--- src/hw/rtl/apt_pkg.sv ---
package apt_pkg;

  localparam int unsigned WORD_W = 16;
  localparam int unsigned SUM_W  = 17;
  localparam int unsigned IDX_W  = 8;

  localparam logic [WORD_W-1:0] SPEED_MAX          = 16'hFFFF;
  localparam logic [WORD_W-1:0] COUNT_MAX          = 16'hFFFF;
  localparam logic [WORD_W-1:0] THRESHOLD_RESET    = 16'd50000;
  localparam logic [WORD_W-1:0] SPEED_CONST_RESET  = 16'd40250;

  localparam logic [IDX_W-1:0] REG_SUM_THRESHOLD  = 8'd0;
  localparam logic [IDX_W-1:0] REG_SPEED_CONSTANT = 8'd1;

  localparam logic OP_EDGE     = 1'b0;
  localparam logic OP_OVERFLOW = 1'b1;

  localparam logic CAUSE_MEASURE = 1'b0;
  localparam logic CAUSE_REPEAT  = 1'b1;

  // Work handed from the front end to the back end.
  typedef struct packed {
    logic              repeat_req;
    logic [SUM_W-1:0]  sum;
    logic [WORD_W-1:0] count;
  } job_t;

  typedef struct packed {
    logic             start;
    logic [SUM_W-1:0] dividend;
    logic [SUM_W-1:0] divisor;
  } div_req_t;

  typedef struct packed {
    logic             done;
    logic [SUM_W-1:0] quotient;
  } div_rsp_t;

endpackage

--- src/hw/rtl/averaged_period_tachometer.sv ---
// Channel  | Handshake            | Payload
// input    | push / full          | operation, period
// result   | empty / pop          | speed, cause
// config   | cfg_valid / cfg_ready| cfg_index, cfg_data
//
// Edge items that keep the sum at or below threshold leave no result.
// An overflow tick's result is registered in the job queue, then in the output register.
// A threshold crossing runs two 17-step divisions on one shared divider
// (only one when the average is zero and the second division is skipped).
// A two-entry job queue lets input flow while the divider works or a result waits.
// Reset is synchronous; cfg_ready is always high.
module averaged_period_tachometer import apt_pkg::*; (
  input  logic              clk,
  input  logic              rst,
  input  logic              push,
  output logic              full,
  input  logic              operation,
  input  logic [WORD_W-1:0] period,
  output logic              empty,
  input  logic              pop,
  output logic [WORD_W-1:0] speed,
  output logic              cause,
  input  logic              cfg_valid,
  output logic              cfg_ready,
  input  logic [IDX_W-1:0]  cfg_index,
  input  logic [WORD_W-1:0] cfg_data
);

  logic [WORD_W-1:0] sum_threshold;
  logic [WORD_W-1:0] speed_constant;
  logic              job_push;
  logic              job_full;
  logic              job_pop;
  logic              job_empty;
  job_t              job_in;
  job_t              job_out;
  div_req_t          div_req;
  div_rsp_t          div_rsp;

  assign cfg_ready = 1'b1;

  always_ff @(posedge clk) begin
    if (rst) begin
      sum_threshold  <= THRESHOLD_RESET;
      speed_constant <= SPEED_CONST_RESET;
    end else if (cfg_valid) begin
      case (cfg_index)
        REG_SUM_THRESHOLD:  sum_threshold  <= cfg_data;
        REG_SPEED_CONSTANT: speed_constant <= cfg_data;
        default: ;
      endcase
    end
  end

  apt_front u_front (
    .clk       (clk),
    .rst       (rst),
    .push      (push),
    .full      (full),
    .operation (operation),
    .period    (period),
    .threshold (sum_threshold),
    .job_push  (job_push),
    .job       (job_in),
    .job_full  (job_full)
  );

  apt_queue u_queue (
    .clk      (clk),
    .rst      (rst),
    .push_en  (job_push),
    .push_job (job_in),
    .full     (job_full),
    .pop_en   (job_pop),
    .pop_job  (job_out),
    .empty    (job_empty)
  );

  apt_div u_div (
    .clk (clk),
    .rst (rst),
    .req (div_req),
    .rsp (div_rsp)
  );

  apt_back u_back (
    .clk            (clk),
    .rst            (rst),
    .speed_constant (speed_constant),
    .job_empty      (job_empty),
    .job            (job_out),
    .job_pop        (job_pop),
    .div_req        (div_req),
    .div_rsp        (div_rsp),
    .empty          (empty),
    .pop            (pop),
    .speed          (speed),
    .cause          (cause)
  );

endmodule

--- src/hw/rtl/apt_queue.sv ---
module apt_queue import apt_pkg::*; (
  input  logic clk,
  input  logic rst,
  input  logic push_en,
  input  job_t push_job,
  output logic full,
  input  logic pop_en,
  output job_t pop_job,
  output logic empty
);

  job_t       slots [2];
  logic       wr_ptr;
  logic       rd_ptr;
  logic [1:0] fill;

  assign full    = (fill == 2'd2);
  assign empty   = (fill == 2'd0);
  assign pop_job = slots[rd_ptr];

  always_ff @(posedge clk) begin
    if (push_en && !full) begin
      slots[wr_ptr] <= push_job;
    end
  end

  always_ff @(posedge clk) begin
    if (rst) begin
      wr_ptr <= 1'b0;
      rd_ptr <= 1'b0;
      fill   <= 2'd0;
    end else begin
      if (push_en && !full) begin
        wr_ptr <= ~wr_ptr;
      end
      if (pop_en && !empty) begin
        rd_ptr <= ~rd_ptr;
      end
      case ({push_en && !full, pop_en && !empty})
        2'b10:   fill <= fill + 2'd1;
        2'b01:   fill <= fill - 2'd1;
        default: fill <= fill;
      endcase
    end
  end

endmodule

--- src/hw/rtl/apt_front.sv ---
module apt_front import apt_pkg::*; (
  input  logic              clk,
  input  logic              rst,
  input  logic              push,
  output logic              full,
  input  logic              operation,
  input  logic [WORD_W-1:0] period,
  input  logic [WORD_W-1:0] threshold,
  output logic              job_push,
  output job_t              job,
  input  logic              job_full
);

  logic [SUM_W-1:0]  period_sum;
  logic [WORD_W-1:0] edge_count;
  logic [SUM_W-1:0]  sum_next;
  logic [WORD_W-1:0] count_next;
  logic              accept;
  logic              crossed;

  assign full   = job_full;
  assign accept = push && !job_full;

  // Sum never exceeds a 16-bit value before an add, so 17 bits cannot wrap.
  assign sum_next   = period_sum + {1'b0, period};
  assign count_next = (edge_count == COUNT_MAX) ? edge_count : edge_count + 16'd1;
  assign crossed    = sum_next > {1'b0, threshold};

  always_comb begin
    job_push       = 1'b0;
    job.repeat_req = 1'b0;
    job.sum        = sum_next;
    job.count      = count_next;
    if (accept) begin
      if (operation == OP_OVERFLOW) begin
        job_push       = 1'b1;
        job.repeat_req = 1'b1;
      end else if (crossed) begin
        job_push = 1'b1;
      end
    end
  end

  always_ff @(posedge clk) begin
    if (rst) begin
      period_sum <= '0;
      edge_count <= '0;
    end else if (accept && operation == OP_EDGE) begin
      if (crossed) begin
        period_sum <= '0;
        edge_count <= '0;
      end else begin
        period_sum <= sum_next;
        edge_count <= count_next;
      end
    end
  end

endmodule

--- src/hw/rtl/apt_div.sv ---
module apt_div import apt_pkg::*; (
  input  logic     clk,
  input  logic     rst,
  input  div_req_t req,
  output div_rsp_t rsp
);

  localparam logic [4:0] LAST_STEP = 5'(SUM_W - 1);

  logic             busy;
  logic             done;
  logic [4:0]       step;
  logic [SUM_W-1:0] rem;
  logic [SUM_W-1:0] quo;
  logic [SUM_W-1:0] dvs;
  logic [SUM_W:0]   shifted;
  logic             ge;

  // Restoring division, one quotient bit per cycle.
  assign shifted = {rem, quo[SUM_W-1]};
  assign ge      = shifted >= {1'b0, dvs};

  assign rsp.done     = done;
  assign rsp.quotient = quo;

  always_ff @(posedge clk) begin
    if (req.start) begin
      rem <= '0;
      quo <= req.dividend;
      dvs <= req.divisor;
    end else if (busy) begin
      rem <= ge ? SUM_W'(shifted - {1'b0, dvs}) : shifted[SUM_W-1:0];
      quo <= {quo[SUM_W-2:0], ge};
    end
  end

  always_ff @(posedge clk) begin
    if (rst) begin
      busy <= 1'b0;
      done <= 1'b0;
      step <= '0;
    end else begin
      done <= 1'b0;
      if (req.start) begin
        busy <= 1'b1;
        step <= '0;
      end else if (busy) begin
        step <= step + 5'd1;
        if (step == LAST_STEP) begin
          busy <= 1'b0;
          done <= 1'b1;
        end
      end
    end
  end

endmodule

--- src/hw/rtl/apt_back.sv ---
module apt_back import apt_pkg::*; (
  input  logic              clk,
  input  logic              rst,
  input  logic [WORD_W-1:0] speed_constant,
  input  logic              job_empty,
  input  job_t              job,
  output logic              job_pop,
  output div_req_t          div_req,
  input  div_rsp_t          div_rsp,
  output logic              empty,
  input  logic              pop,
  output logic [WORD_W-1:0] speed,
  output logic              cause
);

  localparam logic [1:0] ST_IDLE = 2'd0;
  localparam logic [1:0] ST_AVG  = 2'd1;
  localparam logic [1:0] ST_SPD  = 2'd2;

  logic [1:0]        state;
  logic [WORD_W-1:0] last_speed;
  logic              out_valid;
  logic              take;
  logic              avg_zero;

  assign empty    = !out_valid;
  assign take     = (state == ST_IDLE) && !job_empty && !out_valid;
  assign job_pop  = take;
  assign avg_zero = (div_rsp.quotient == '0);

  always_comb begin
    div_req.start    = 1'b0;
    div_req.dividend = {1'b0, speed_constant};
    div_req.divisor  = div_rsp.quotient;
    if (take && !job.repeat_req) begin
      div_req.start    = 1'b1;
      div_req.dividend = job.sum;
      div_req.divisor  = {1'b0, job.count};
    end else if (state == ST_AVG && div_rsp.done && !avg_zero) begin
      div_req.start = 1'b1;
    end
  end

  always_ff @(posedge clk) begin
    if (take && job.repeat_req) begin
      speed <= last_speed;
      cause <= CAUSE_REPEAT;
    end else if (state == ST_AVG && div_rsp.done && avg_zero) begin
      speed <= SPEED_MAX;
      cause <= CAUSE_MEASURE;
    end else if (state == ST_SPD && div_rsp.done) begin
      speed <= div_rsp.quotient[WORD_W-1:0];
      cause <= CAUSE_MEASURE;
    end
  end

  always_ff @(posedge clk) begin
    if (rst) begin
      state      <= ST_IDLE;
      out_valid  <= 1'b0;
      last_speed <= '0;
    end else begin
      if (pop && out_valid) begin
        out_valid <= 1'b0;
      end
      case (state)
        ST_IDLE: begin
          if (take) begin
            if (job.repeat_req) begin
              out_valid <= 1'b1;
            end else begin
              state <= ST_AVG;
            end
          end
        end
        ST_AVG: begin
          if (div_rsp.done) begin
            if (avg_zero) begin
              last_speed <= SPEED_MAX;
              out_valid  <= 1'b1;
              state      <= ST_IDLE;
            end else begin
              state <= ST_SPD;
            end
          end
        end
        ST_SPD: begin
          if (div_rsp.done) begin
            last_speed <= div_rsp.quotient[WORD_W-1:0];
            out_valid  <= 1'b1;
            state      <= ST_IDLE;
          end
        end
        default: state <= ST_IDLE;
      endcase
    end
  end

endmodule

--- config.mk ---
export PLATFORM = sky130hd
export DESIGN_NAME = averaged_period_tachometer
export DESIGN_NICKNAME = d
export VERILOG_FILES = /design/src/hw/rtl/apt_pkg.sv /design/src/hw/rtl/averaged_period_tachometer.sv /design/src/hw/rtl/apt_queue.sv /design/src/hw/rtl/apt_front.sv /design/src/hw/rtl/apt_div.sv /design/src/hw/rtl/apt_back.sv
export SDC_FILE = /design/constraint.sdc
export NUM_CORES = 1
export LEC_CHECK = 0
export BUFFER_PORTS_ARGS = -buffer_cell sky130_fd_sc_hd__buf_2
export CORE_MARGIN = 2
export CORE_UTILIZATION = 35
export DETAILED_ROUTE_END_ITERATION = 6
export PLACE_DENSITY = 0.57
export SYNTH_ARGS = -nofsm -noshare
export SYNTH_HDL_FRONTEND = slang
export SYNTH_SLANG_ARGS = --single-unit
--- constraint.sdc ---
create_clock -name clk -period 17.24 [get_ports clk]
set_input_delay 3.448 -clock clk [delete_from_list [all_inputs] [get_ports clk]]
set_output_delay 3.448 -clock clk [all_outputs]
set_load 0.05 [all_outputs]
==> qor.csv <==
stage;metric;value;unit
power_and_ir_drop;PnR Total Power;2.11;mW
layout;most common cell after layout, fill and taps aside;nor2_1;
setup_path;Reg-to-Reg End;u_queue.slots[0][2];
power_and_ir_drop;Pleak;4.97;nW
setup_path;most used cell along the critical path;ha_1;
global_route;antenna violations before repair;1;
setup_path;Worst path slowest cell;nor2_2;
timing;worst slew pin tran;1260;ps
detailed_routing;final wirelength;25.9;mm
timing;endpoints failing setup;0;
timing;TNS Setup;0;ps
setup_path;Critical Path Source Type;input pin;
detailed_routing;DR vias;8037;
hold_path;Hold Path Class;flop to flop;
synth;cell count after synthesis;1112;
synth;syn avg cell area;10.1;sq um
place;DP Cell Count;1527;
setup_path;critical path endpoint;u_queue.slots[0][2];
global_route;grt ovf;0;
place;HPWL Detailed;18.2;mm
clock_tree;TritonCTS Sinks;232;
clock_tree;setup repair bufs after CTS;0;
timing;Worst Skew;11.8;ps
setup_path;R2R setup slack;12330;ps
timing;fin crit period;7640;ps
timing;Final Hold Fails;0;
setup_path;crit end category;flop;
synth;Mapped Area;11300;sq um
setup_path;worst path required time;17440;ps
timing;Slew Viols, Final;0;
synth;Yosys cell types;65;
synth;Post-synth EDFFs;118;
clock_tree;maximum clock path buffer count;3;
place;pre-CTS WS;9040;ps
setup_path;Critical Path Start;period[0];
floorplanning;Starting Density;0.356;
job;total of max-cap violations;0;
floorplanning;die area;33600;sq um
timing;Max-slew headroom;0.158;
floorplanning;die height;183;microns
global_route;gr usage total;0.155;
detailed_routing;DRT antenna net count;0;
layout;layout cells sized above 1;0.109;
synth;FFs w/ async S/R, synth;0;
setup_path;worst r2r src;u_front.period_sum[0];
synth;Ys Warns;0;
setup_path;Max FO, Critical Path;18;
setup_path;worst-path cell chain;buf_2 -> ha_1 -> fa_1 -> a211oi_1 -> o21ai_1 -> a21o_1 -> a31oi_1 -> xnor2_1 -> ha_1 -> nand4_1 -> or2_2 -> o21ai_0 -> a21oi_1 -> a21boi_0 -> inv_1 -> nor2_2 -> buf_4;
clock_tree;CTS buffer count;25;
floorplanning;DIE WIDTH;183;microns
setup_path;arrival time worst endpoint;7830;ps
layout;Fillers;3081;
timing;final period utilization;0.443;
clock_tree;CTS tree;built;
global_route;largest net degree at the start of global routing;99;
power_and_ir_drop;power density over the cells;165;nW/um^2
synth;Top FF cell, synth;edfxtp_1;
timing;Max Fclk;131;MHz
detailed_routing;Via density;5.11;
timing;RSZ-0062 raised after global routing;false;
clock_tree;cts hold-fix bufs;0;
place;PortBufs;64;
setup_path;R2R depth;16;
detailed_routing;DRC violations left;0;
layout;Non-Filler Instances;1574;
clock_tree;H-Tree Depth;1;
status;status;completed;
layout;Final nets;1253;
clock_tree;Reg clk slew, reported paths;60;ps
power_and_ir_drop;Max IR drop VDD;0.0000780;V
clock_tree;Clk Latency, worst-skew pair;520;ps
floorplanning;Placeable Area;31600;sq um
setup_path;type of the worst setup path;input pin to flop;
detailed_routing;drt wl/cell;16.5;microns
synth;sequential fraction of the synthesis area;0.518;
synth;FF+latch count, synth;232;
clock_tree;PostCTS Resize Cnt;0;
timing;final worst setup slack;9600;ps
synth;Mapped Nets;1213;
floorplanning;Row Count;65;
setup_path;CP max stage delay;710;ps
place;Routability Congestion;0.810;
hold_path;WHS Path Cells;1;
floorplanning;io pins;66;
global_route;vias in the first global route;7686;
detailed_routing;1st-iter DRT viols;520;
detailed_routing;TritonRoute pass-1 iters;5;
layout;Area Growth Syn to Fin;13.2;%
layout;most frequent cells in the layout;nor2_1 (145), edfxtp_1 (118), dfxtp_1 (113);
clock_tree;Root Buffer;clkbuf_16;
global_route;first-pass GRT wire length;41.7;mm
==> worst max-delay path, delay by kind of cell <==
kind | cells | cell delay, ps
buffers and inverters | 3 | 630
AND/OR/NAND/NOR | 3 | 1060
XOR/XNOR | 1 | 140
adder cells (fa/ha/maj) | 3 | 980
AO/OA/AOI/OAI | 7 | 1570
==> synth_stat cells (8+ instances only) <==
cell type    n  area, sq um
and2_1       9         56.3
and3_1       9         56.3
nand4_1     14         87.6
nor2_1     147          552
a311oi_1     8         70.1
nand2b_1    12         75.1
o21ai_0     62          310
dfxtp_1    114         2280
ha_1        53          663
xor2_1      15          131
a21oi_1     56          280
a21o_1      12         90.1
inv_1       62          233
mux2i_1     55          551
a211o_1     15          131
nor3_1      27          135
a31oi_1     10         62.6
xnor2_1     28          245
clkbuf_1    43          161
nand3_1     13         65.1
nor2b_1      9         56.3
nand2_1     83          312
a22oi_1     27          203
a211oi_1     9         67.6
edfxtp_1   118         3540
o22a_1      16          140
==> cell families (layout without fill, tap and decap cells) <==
family                     after synthesis  count (layout)  share of synthesized area
AOI/OAI and AO/OA                      248             248                      0.146
xor gates and xnor gates                44              44                     0.0349
adders and majority gates               55              55                     0.0625
buffers and inverters                  121             180                     0.0435
DFF                                    232             232                      0.518
muxes                                   57              57                     0.0509
other                                    1               2                   0.000333
and+or+nand+nor                        354             354                      0.145
==> flip-flops by register name, indices dropped and copies added, names as in the netlist, named ones only <==
name / count
u_queue.fill: 2
u_div.rem: 17
sum_threshold: 16
u_back.out_valid: 1
u_div.done: 1
u_div.step: 5
u_div.busy: 1
u_div.quo: 17
u_queue.rd_ptr: 1
u_back.cause: 1
u_queue.slots: 68
u_back.speed: 16
u_div.dvs: 17
u_back.state: 2
u_queue.wr_ptr: 1
speed_constant: 16
u_back.last_speed: 16
u_front.period_sum: 17
u_front.edge_count: 16
==> stage by stage <==
step	cell area, sq um	utilization	hold WS (ps)
floorplan	11300	-	436
global placement	11900	0.376	447
detailed placement	11900	0.376	454
CTS	12700	0.403	469
global route	12700	0.403	491
finish	12700	0.403	467
==> how the worst min path moves through the flow <==
stage | startpoint | endpoint | slack [ps]
6_report | speed_constant[12] | speed_constant[12] | 470
5_1_grt | speed_constant[12] | speed_constant[12] | 490
4_1_cts | speed_constant[12] | speed_constant[12] | 470
3_5_place_dp | speed_constant[12] | speed_constant[12] | 450
3_3_place_gp | speed_constant[1] | speed_constant[1] | 450
2_1_floorplan | speed_constant[10] | speed_constant[10] | 440
==> power breakdown <==
| part | switching, mW | internal [mW] |
|---|---|---|
| sequential | 0.0933 | 0.736 |
| combinational | 0.449 | 0.277 |
| clock | 0.221 | 0.331 |
| total | 0.763 | 1.34 |
==> metal layers <==
metal,vias to the layer above,wire length [microns],GRT usage
li1,4070,-,-
met4,0,447,0.0330
met1,3807,13100,0.228
met3,24,902,0.0212
met2,136,11500,0.243
met5,-,0,0
==> area by class of cell <==
class | instances | area (sq um) | area share
sequential | 232 | 5830 | 0.457
multi-input combinational | 759 | 4950 | 0.388
clock buffer | 29 | 651 | 0.0511
tap | 402 | 503 | 0.0395
timing repair buffer | 72 | 383 | 0.0300
inverter | 62 | 233 | 0.0183
clock inverter | 17 | 198 | 0.0155
antenna | 1 | 2.50 | 0.000196
Note: power is estimated with default switching activity, not from simulation.
